<file path="src/hw/rtl/tpd_pkg.sv">
// Shared constants and types for the touch packet decoder.
`timescale 1ns / 1ps
`default_nettype none
package tpd_pkg;

  localparam logic [7:0] LEAD_BYTE    = 8'h55;
  localparam logic [7:0] TYPE_TOUCH   = 8'h54;
  localparam logic [7:0] CODE_TOUCH   = 8'h01;
  localparam logic [7:0] CODE_UNTOUCH = 8'h04;

  localparam logic [3:0] LAST_IDX = 4'd9;

  localparam logic signed [15:0] OFFSCREEN = 16'sd4000;

  localparam logic signed [31:0] GAIN_X_RST   = -32'sd16033;
  localparam logic signed [15:0] OFFSET_X_RST = -16'sd3670;
  localparam logic signed [31:0] GAIN_Y_RST   = 32'sd12935;
  localparam logic signed [15:0] OFFSET_Y_RST = -16'sd500;
  localparam logic [14:0]        SNAP_RST     = 15'd30;

  typedef enum logic [2:0] {
    REG_GAIN_X   = 3'd0,
    REG_OFFSET_X = 3'd1,
    REG_GAIN_Y   = 3'd2,
    REG_OFFSET_Y = 3'd3,
    REG_BYPASS   = 3'd4,
    REG_SNAP     = 3'd5
  } cfg_reg_t;

  typedef enum logic [1:0] {
    EV_DOWN   = 2'd0,
    EV_UP     = 2'd1,
    EV_MOTION = 2'd2
  } ev_kind_t;

  typedef struct packed {
    logic vld;
    logic touch;
  } stg_ctl_t;

endpackage
`default_nettype wire

</file>
<file path="src/hw/rtl/touch_packet_decoder.sv">
// Top level of the touch packet decoder: config registers and pipeline.
`timescale 1ns / 1ps
`default_nettype none
// Takes one serial byte per cycle, hunts for the 'U' lead byte and collects
// 10-byte frames. A touch frame ('T') with code 1 gives a button-down event;
// code 4 gives button-up (each axis snapped to the touch position when within
// snap_distance) followed by a motion event at 4000,4000. Events pass from the
// closing byte of their frame through the frame, offset add, multiply and
// truncate/saturate registers and the snap logic to the output register.
// Only the closing byte of a frame can wait: it is held while earlier events
// are in the frame register, the scaling pipeline or the output register.
module touch_packet_decoder
  import tpd_pkg::*;
(
  input  wire logic               clk,
  input  wire logic               rst_n,
  input  wire logic               in_valid,
  output logic                    in_ready,
  input  wire logic [7:0]         in_rx_byte,
  output logic                    out_valid,
  input  wire logic               out_ready,
  output logic [1:0]              out_event_kind,
  output logic signed [15:0]      out_pos_x,
  output logic signed [15:0]      out_pos_y,
  output logic                    out_button,
  output logic                    out_last,
  input  wire logic               cfg_we,
  input  wire logic [2:0]         cfg_index,
  input  wire logic [31:0]        cfg_data
);

  logic signed [31:0] gain_x_r, gain_y_r;
  logic signed [15:0] offset_x_r, offset_y_r;
  logic               bypass_r;
  logic [14:0]        snap_r;

  stg_ctl_t           frm_ctl, scl_ctl;
  logic signed [15:0] raw_x, raw_y, scl_x, scl_y;
  logic               scl_busy, evt_busy, busy;

  always_ff @(posedge clk) begin
    if (!rst_n) begin
      gain_x_r   <= GAIN_X_RST;
      offset_x_r <= OFFSET_X_RST;
      gain_y_r   <= GAIN_Y_RST;
      offset_y_r <= OFFSET_Y_RST;
      bypass_r   <= 1'b0;
      snap_r     <= SNAP_RST;
    end else if (cfg_we) begin
      unique case (cfg_index)
        REG_GAIN_X:   gain_x_r   <= $signed(cfg_data);
        REG_OFFSET_X: offset_x_r <= $signed(cfg_data[15:0]);
        REG_GAIN_Y:   gain_y_r   <= $signed(cfg_data);
        REG_OFFSET_Y: offset_y_r <= $signed(cfg_data[15:0]);
        REG_BYPASS:   bypass_r   <= cfg_data[0];
        REG_SNAP:     snap_r     <= cfg_data[14:0];
        default: ;
      endcase
    end
  end

  assign busy = frm_ctl.vld | scl_busy | evt_busy;

  tpd_frame u_frame (
    .clk        (clk),
    .rst_n      (rst_n),
    .in_valid   (in_valid),
    .in_ready   (in_ready),
    .in_rx_byte (in_rx_byte),
    .busy       (busy),
    .frm_ctl    (frm_ctl),
    .raw_x      (raw_x),
    .raw_y      (raw_y)
  );

  tpd_scale u_scale (
    .clk      (clk),
    .rst_n    (rst_n),
    .ctl_in   (frm_ctl),
    .raw_x    (raw_x),
    .raw_y    (raw_y),
    .gain_x   (gain_x_r),
    .offset_x (offset_x_r),
    .gain_y   (gain_y_r),
    .offset_y (offset_y_r),
    .bypass   (bypass_r),
    .ctl_out  (scl_ctl),
    .pos_x    (scl_x),
    .pos_y    (scl_y),
    .busy     (scl_busy)
  );

  tpd_event u_event (
    .clk            (clk),
    .rst_n          (rst_n),
    .ctl_in         (scl_ctl),
    .pos_x          (scl_x),
    .pos_y          (scl_y),
    .snap_distance  (snap_r),
    .out_valid      (out_valid),
    .out_ready      (out_ready),
    .out_event_kind (out_event_kind),
    .out_pos_x      (out_pos_x),
    .out_pos_y      (out_pos_y),
    .out_button     (out_button),
    .out_last       (out_last),
    .busy           (evt_busy)
  );

`ifndef SYNTHESIS
  a_motion_shape: assert property (@(posedge clk) disable iff (!rst_n)
    (out_valid && (out_event_kind == EV_MOTION)) |->
      (out_last && !out_button && (out_pos_x == OFFSCREEN) && (out_pos_y == OFFSCREEN)))
    else $error("motion event malformed");

  a_not_last_is_up: assert property (@(posedge clk) disable iff (!rst_n)
    (out_valid && !out_last) |-> (out_event_kind == EV_UP))
    else $error("non-final result is not button up");

  a_up_then_motion: assert property (@(posedge clk) disable iff (!rst_n)
    (out_valid && out_ready && !out_last) |=>
      (out_valid && (out_event_kind == EV_MOTION)))
    else $error("button up not followed by motion");

  a_no_overrun: assert property (@(posedge clk) disable iff (!rst_n)
    scl_ctl.vld |-> !evt_busy)
    else $error("new event while output still occupied");
`endif

endmodule
`default_nettype wire

</file>
<file path="src/hw/rtl/tpd_frame.sv">
// Byte framing: lead byte hunt, frame byte store, frame complete strobe.
`timescale 1ns / 1ps
`default_nettype none
module tpd_frame
  import tpd_pkg::*;
(
  input  wire logic               clk,
  input  wire logic               rst_n,
  input  wire logic               in_valid,
  output logic                    in_ready,
  input  wire logic [7:0]         in_rx_byte,
  input  wire logic               busy,
  output stg_ctl_t                frm_ctl,
  output logic signed [15:0]      raw_x,
  output logic signed [15:0]      raw_y
);

  logic [3:0] cnt_r, cnt_nxt;
  logic [7:0] fb_r [1:6];
  stg_ctl_t   ctl_r, ctl_nxt;
  logic       acc;

  // hold off the closing byte while an earlier frame is still in flight
  assign in_ready = !((cnt_r == LAST_IDX) && busy);
  assign acc      = in_valid && in_ready;

  always_comb begin
    cnt_nxt       = cnt_r;
    ctl_nxt.vld   = 1'b0;
    ctl_nxt.touch = (fb_r[2] == CODE_TOUCH);
    if (acc) begin
      if (cnt_r == 4'd0) begin
        cnt_nxt = (in_rx_byte == LEAD_BYTE) ? 4'd1 : 4'd0;
      end else if (cnt_r == LAST_IDX) begin
        cnt_nxt     = 4'd0;
        ctl_nxt.vld = (fb_r[1] == TYPE_TOUCH) &&
                      ((fb_r[2] == CODE_TOUCH) || (fb_r[2] == CODE_UNTOUCH));
      end else begin
        cnt_nxt = cnt_r + 4'd1;
      end
    end
  end

  always_ff @(posedge clk) begin
    if (!rst_n) begin
      cnt_r     <= 4'd0;
      ctl_r.vld <= 1'b0;
    end else begin
      cnt_r     <= cnt_nxt;
      ctl_r.vld <= ctl_nxt.vld;
    end
    ctl_r.touch <= ctl_nxt.touch;
  end

  always_ff @(posedge clk) begin
    for (int i = 1; i <= 6; i++) begin
      if (acc && (cnt_r == 4'(i))) begin
        fb_r[i] <= in_rx_byte;
      end
    end
  end

  assign frm_ctl = ctl_r;
  assign raw_x   = $signed({fb_r[4], fb_r[3]});
  assign raw_y   = $signed({fb_r[6], fb_r[5]});

endmodule
`default_nettype wire

</file>
<file path="src/hw/rtl/tpd_scale.sv">
// Q16.16 coordinate scaling: offset add, multiply, truncate and saturate, or raw pass-through in bypass.
`timescale 1ns / 1ps
`default_nettype none
module tpd_scale
  import tpd_pkg::*;
(
  input  wire logic               clk,
  input  wire logic               rst_n,
  input  wire stg_ctl_t           ctl_in,
  input  wire logic signed [15:0] raw_x,
  input  wire logic signed [15:0] raw_y,
  input  wire logic signed [31:0] gain_x,
  input  wire logic signed [15:0] offset_x,
  input  wire logic signed [31:0] gain_y,
  input  wire logic signed [15:0] offset_y,
  input  wire logic               bypass,
  output stg_ctl_t                ctl_out,
  output logic signed [15:0]      pos_x,
  output logic signed [15:0]      pos_y,
  output logic                    busy
);

  stg_ctl_t           s1_ctl_r, s2_ctl_r, s3_ctl_r;
  logic signed [16:0] sum_x_r, sum_y_r, sum_x_nxt, sum_y_nxt;
  logic signed [15:0] rx1_r, ry1_r, rx2_r, ry2_r;
  logic signed [48:0] prod_x_r, prod_y_r, prod_x_nxt, prod_y_nxt;
  logic signed [15:0] px_r, py_r, px_nxt, py_nxt;

  // shift right by 16 rounding toward zero, then clamp to 16 bits
  function automatic logic signed [15:0] fix_q16(input logic signed [48:0] p);
    logic signed [32:0] q;
    logic               adj;
    adj = p[48] & (|p[15:0]);
    q   = $signed(p[48:16]) + $signed({32'd0, adj});
    if (q > 33'sd32767) begin
      fix_q16 = 16'sh7fff;
    end else if (q < -33'sd32768) begin
      fix_q16 = 16'sh8000;
    end else begin
      fix_q16 = q[15:0];
    end
  endfunction

  assign sum_x_nxt  = $signed({raw_x[15], raw_x}) + $signed({offset_x[15], offset_x});
  assign sum_y_nxt  = $signed({raw_y[15], raw_y}) + $signed({offset_y[15], offset_y});
  assign prod_x_nxt = sum_x_r * gain_x;
  assign prod_y_nxt = sum_y_r * gain_y;
  assign px_nxt     = bypass ? rx2_r : fix_q16(prod_x_r);
  assign py_nxt     = bypass ? ry2_r : fix_q16(prod_y_r);

  always_ff @(posedge clk) begin
    if (!rst_n) begin
      s1_ctl_r.vld <= 1'b0;
      s2_ctl_r.vld <= 1'b0;
      s3_ctl_r.vld <= 1'b0;
    end else begin
      s1_ctl_r.vld <= ctl_in.vld;
      s2_ctl_r.vld <= s1_ctl_r.vld;
      s3_ctl_r.vld <= s2_ctl_r.vld;
    end
    s1_ctl_r.touch <= ctl_in.touch;
    s2_ctl_r.touch <= s1_ctl_r.touch;
    s3_ctl_r.touch <= s2_ctl_r.touch;
    sum_x_r  <= sum_x_nxt;
    sum_y_r  <= sum_y_nxt;
    rx1_r    <= raw_x;
    ry1_r    <= raw_y;
    prod_x_r <= prod_x_nxt;
    prod_y_r <= prod_y_nxt;
    rx2_r    <= rx1_r;
    ry2_r    <= ry1_r;
    px_r     <= px_nxt;
    py_r     <= py_nxt;
  end

  assign ctl_out = s3_ctl_r;
  assign pos_x   = px_r;
  assign pos_y   = py_r;
  assign busy    = s1_ctl_r.vld | s2_ctl_r.vld | s3_ctl_r.vld;

endmodule
`default_nettype wire

</file>
<file path="src/hw/rtl/tpd_event.sv">
// Event generation: touch position store, untouch snap, output register.
`timescale 1ns / 1ps
`default_nettype none
module tpd_event
  import tpd_pkg::*;
(
  input  wire logic               clk,
  input  wire logic               rst_n,
  input  wire stg_ctl_t           ctl_in,
  input  wire logic signed [15:0] pos_x,
  input  wire logic signed [15:0] pos_y,
  input  wire logic [14:0]        snap_distance,
  output logic                    out_valid,
  input  wire logic               out_ready,
  output logic [1:0]              out_event_kind,
  output logic signed [15:0]      out_pos_x,
  output logic signed [15:0]      out_pos_y,
  output logic                    out_button,
  output logic                    out_last,
  output logic                    busy
);

  logic signed [15:0] tp_x_r, tp_y_r, tp_x_nxt, tp_y_nxt;
  logic               ov_r, ov_nxt, mot_r, mot_nxt;
  ev_kind_t           kind_r, kind_nxt;
  logic signed [15:0] ox_r, oy_r, ox_nxt, oy_nxt;
  logic               btn_r, btn_nxt, last_r, last_nxt;
  logic signed [16:0] dx, dy;
  logic [16:0]        adx, ady;
  logic               snap_x, snap_y;

  assign dx     = $signed({pos_x[15], pos_x}) - $signed({tp_x_r[15], tp_x_r});
  assign dy     = $signed({pos_y[15], pos_y}) - $signed({tp_y_r[15], tp_y_r});
  assign adx    = dx[16] ? 17'(-dx) : 17'(dx);
  assign ady    = dy[16] ? 17'(-dy) : 17'(dy);
  assign snap_x = adx < {2'b00, snap_distance};
  assign snap_y = ady < {2'b00, snap_distance};

  always_comb begin
    tp_x_nxt = tp_x_r;
    tp_y_nxt = tp_y_r;
    ov_nxt   = ov_r;
    mot_nxt  = mot_r;
    kind_nxt = kind_r;
    ox_nxt   = ox_r;
    oy_nxt   = oy_r;
    btn_nxt  = btn_r;
    last_nxt = last_r;
    if (ov_r && out_ready) begin
      if (mot_r) begin
        mot_nxt  = 1'b0;
        kind_nxt = EV_MOTION;
        ox_nxt   = OFFSCREEN;
        oy_nxt   = OFFSCREEN;
        btn_nxt  = 1'b0;
        last_nxt = 1'b1;
      end else begin
        ov_nxt = 1'b0;
      end
    end
    if (ctl_in.vld) begin
      ov_nxt  = 1'b1;
      btn_nxt = 1'b1;
      if (ctl_in.touch) begin
        tp_x_nxt = pos_x;
        tp_y_nxt = pos_y;
        kind_nxt = EV_DOWN;
        ox_nxt   = pos_x;
        oy_nxt   = pos_y;
        last_nxt = 1'b1;
      end else begin
        kind_nxt = EV_UP;
        ox_nxt   = snap_x ? tp_x_r : pos_x;
        oy_nxt   = snap_y ? tp_y_r : pos_y;
        last_nxt = 1'b0;
        mot_nxt  = 1'b1;
      end
    end
  end

  always_ff @(posedge clk) begin
    if (!rst_n) begin
      tp_x_r <= '0;
      tp_y_r <= '0;
      ov_r   <= 1'b0;
      mot_r  <= 1'b0;
    end else begin
      tp_x_r <= tp_x_nxt;
      tp_y_r <= tp_y_nxt;
      ov_r   <= ov_nxt;
      mot_r  <= mot_nxt;
    end
    kind_r <= kind_nxt;
    ox_r   <= ox_nxt;
    oy_r   <= oy_nxt;
    btn_r  <= btn_nxt;
    last_r <= last_nxt;
  end

  assign out_valid      = ov_r;
  assign out_event_kind = kind_r;
  assign out_pos_x      = ox_r;
  assign out_pos_y      = oy_r;
  assign out_button     = btn_r;
  assign out_last       = last_r;
  assign busy           = ov_r | mot_r;

endmodule
`default_nettype wire

</file>
<file path="config.mk">
export PLATFORM = sky130hd
export DESIGN_NAME = touch_packet_decoder
export DESIGN_NICKNAME = d
export VERILOG_FILES = /design/src/hw/rtl/tpd_pkg.sv /design/src/hw/rtl/touch_packet_decoder.sv /design/src/hw/rtl/tpd_frame.sv /design/src/hw/rtl/tpd_scale.sv /design/src/hw/rtl/tpd_event.sv
export SDC_FILE = /design/constraint.sdc
export NUM_CORES = 2
export LEC_CHECK = 0
export BUFFER_PORTS_ARGS = -buffer_cell sky130_fd_sc_hd__buf_2
export CORE_ASPECT_RATIO = 0.5
export CORE_MARGIN = 2
export CORE_UTILIZATION = 45
export CTS_CLUSTER_SIZE = 14
export DETAILED_ROUTE_END_ITERATION = 10
export MAX_ROUTING_LAYER = met4
export PLACE_DENSITY = 0.62
export SLEW_MARGIN = 10
export SYNTH_ARGS = -nofsm -noshare
export SYNTH_HDL_FRONTEND = slang
export SYNTH_SLANG_ARGS = --single-unit
</file>
<file path="constraint.sdc">
create_clock -name clk -period 11.4 [get_ports clk]
set_input_delay 1.14 -clock clk [delete_from_list [all_inputs] [get_ports clk]]
set_output_delay 1.14 -clock clk [all_outputs]
set_load 0.1 [all_outputs]
</file>
==> results_dict.tcl <==
set metrics [dict create \
    postCtsSetupBuffers 0 \
    fmax_mhz 131 \
    synth_cell_types 88 \
    synth_edf_count 83 \
    hold_slack_ns 0.306 \
    gp_congestion 0.923 \
    ys_seq_elements 470 \
    synthXorXnorAreaFrac 0.0316 \
    post_cts_resize_count 0 \
    finalSetupViolations 0 \
    vias 41946 \
    antenna_found_initial 8 \
    synth_top_family_by_area "adder cells" \
    die_y_um 256 \
    std_cell_rows 92 \
    tns_ns 0 \
    areaGrowthSynthToFinish_pct 6.25 \
    clk_pin_slew_ns 0.07 \
    dieWidth_um 508 \
    synth-compound-area-share 0.0790 \
    num-nets-final 7567 \
    yosys.area_share.adder 0.439 \
    first_global_vias 45440 \
    firstDrtPassIters 5 \
    ant_nets 0 \
    drc_errors 0 \
    worstMarginPinSlew_ns 1.25 \
    die_area_sq_mm 0.130 \
    layout_common_cells "inv_1, fa_1, nand2_1, and2_1, dfxtp_1" \
    placed_cells 7787 \
    fin_cells 7884 \
    wl_um 157000 \
    worstSetupPathType "reg -> reg" \
    clock_path_buffers 3 \
    grt_pass1_wl_um 254000 \
    yosys-top-cells-area "fa_1, dfxtp_1, inv_1" \
    finalHoldViolCount 0 \
    wl_per_cell_um 20.0 \
    rsz0062_at_grt "no" \
    core-area_sq_mm 0.126 \
    min_period_ns 7.64 \
    initial_core_util 0.453 \
    port_buffers 85 \
    synth_top_area_frac 0.367 \
    syn-mean-instance-area_sq_um 9.18 \
    synth_cells 6221 \
    layout-drive-gt1-share 0.0446 \
    yosysTopAreaCell "fa_1" \
    synthSimpleGateAreaFrac 0.170 \
    post-dp-hpwl_um 120000 \
    hp-class "reg -> reg" \
    cts_tree "built" \
    cts-buffers-inserted 48 \
    layout_commonest_cell "inv_1" \
    slew_violations 0 \
    insertion_delay_ns 0.64 \
    grt_usage 0.257 \
    ctsRootBufferMaster "clkbuf_16" \
    fin_crit_sh 0.670 \
    end_kind "flip-flop" \
    grt_max_degree 112 \
    status "completed" \
    ys.flop_type "dfxtp_1" \
    async_flop_share 0 \
    overflow 0 \
    yosysSeqAreaShare 0.179 \
    cp_max_fo 19 \
    synth_nets 7643 \
    syn_area_sq_mm 0.0571 \
    maxCapViolations 0 \
    hold_buffers 0 \
    clock_skew_ns 0.0424 \
    htreeDepth 2 \
    max_slew_margin 0.169 \
    crit_required_ns 11.96 \
    synthMuxAreaShare 0.00605 \
    crit_path_start_kind "flip-flop" \
    cts.sinks 470 \
    worstPathArrival_ns 8.19 \
    io_pins 86 \
    drt-vias-per-instance 5.32 \
    drt_iter0_drc 2539 \
    yosysWarnings 0 \
]
[cells by family after synthesis]
logic type | after synthesis
and+or+nand+nor | 2024
buffers and inverters | 1436
adders and majority gates | 1374
AOI/OAI and AO/OA | 677
DFF | 470
xor gates and xnor gates | 206
muxes | 34
[cell usage after synthesis, drive strengths merged (6+ instances only)]
cell type  count
fa          1046
and2         489
or4           14
a31oi         22
nand2        982
buf            6
nand2b        38
a211oi        12
a31o           6
o211ai        25
a21boi        98
or2            7
a21o          69
dfxtp        387
a311o          8
o21bai        21
inv         1164
mux2i         30
a2111oi        6
nand4         27
or3           16
ha           328
and4          11
nor3          46
clkbuf       262
a211o          7
nor2         178
nand3        103
o2111ai        9
nor2b         28
nand3b         8
xor2          62
nor4          26
and3          28
o31ai         12
o21ai        110
a21oi        171
o21a          46
xnor2        144
edfxtp        83
[metrics by stage]
step                area (sq um)  setup WS [ns]  utilization
floorplan                  57100           5.04            -
global placement           59000           3.98        0.469
detailed placement         59000           3.89        0.469
CTS                        60600           3.86        0.481
global route               60700           3.37        0.482
finish                     60700           3.76        0.482
[final cells by class]
class / count / area (sq um)
Timing Repair Buffer: 144 / 871
Inverter: 1166 / 4380
Clock buffer: 63 / 1300
Multi-Input combinational cell: 4315 / 41400
Antenna cell: 8 / 20.0
Clock inverter: 26 / 284
Sequential cell: 470 / 10300
Tap cell: 1692 / 2120
Fill cell: 11902 / 65300
[path summary, 6_finish.rpt]
| kind | startpoint | end | slack [ns] | cells past startpoint |
|---|---|---|---|---|
| hold reg to reg | u_scale.ry1_r[1] | u_scale.ry2_r[1] | 0.31 | 0 |
| setup / recovery | u_scale.sum_y_r[16] | u_scale.prod_y_r[47] | 3.76 | 21 |
| setup reg to reg | u_scale.sum_y_r[16] | u_scale.prod_y_r[47] | 3.76 | 21 |
| hold / removal | u_scale.ry1_r[1] | u_scale.ry2_r[1] | 0.31 | 0 |
[worst max-delay path, stage by stage (launching register included)]
cell and delay, ns:
dfxtp_1 0.55, clkinv_1 0.37, buf_4 0.35, nor2_1 0.15
fa_1 0.45, fa_1 0.45, fa_1 0.53, fa_1 0.44
fa_1 0.49, inv_1 0.05, fa_1 0.47, inv_1 0.04
ha_1 0.33, a21o_1 0.18, a21o_1 0.17, a21oi_1 0.44
o211ai_1 0.31, a31oi_1 0.71, a311oi_1 0.34, nand2b_1 0.29
a41oi_1 0.27, xnor2_1 0.15
[sequential cells by signal, indices dropped and copies added (netlist names), 4 cells and up]
name	cells
gain_x_r	32
u_scale.prod_x_r	49
u_scale.ry2_r	16
u_scale.rx1_r	16
gain_y_r	32
u_scale.rx2_r	16
snap_r	15
u_event.tp_y_r	16
u_frame.fb_r	48
offset_y_r	16
u_scale.ry1_r	16
u_scale.sum_y_r	17
u_scale.sum_x_r	17
u_scale.pos_y	16
offset_x_r	16
u_event.out_pos_y	16
u_frame.cnt_r	4
u_event.out_pos_x	16
u_scale.prod_y_r	49
u_event.tp_x_r	16
u_scale.pos_x	16
[layer usage]
layer,GRT usage,routed length (um)
met1,0.337,68800
met2,0.419,75200
met3,0.0308,8760
met4,0.0747,4540
met5,-,0
Power is left out: the tool's default activity adds up to more than one toggle a clock period on the data nets, which glitch-free logic cannot reach.
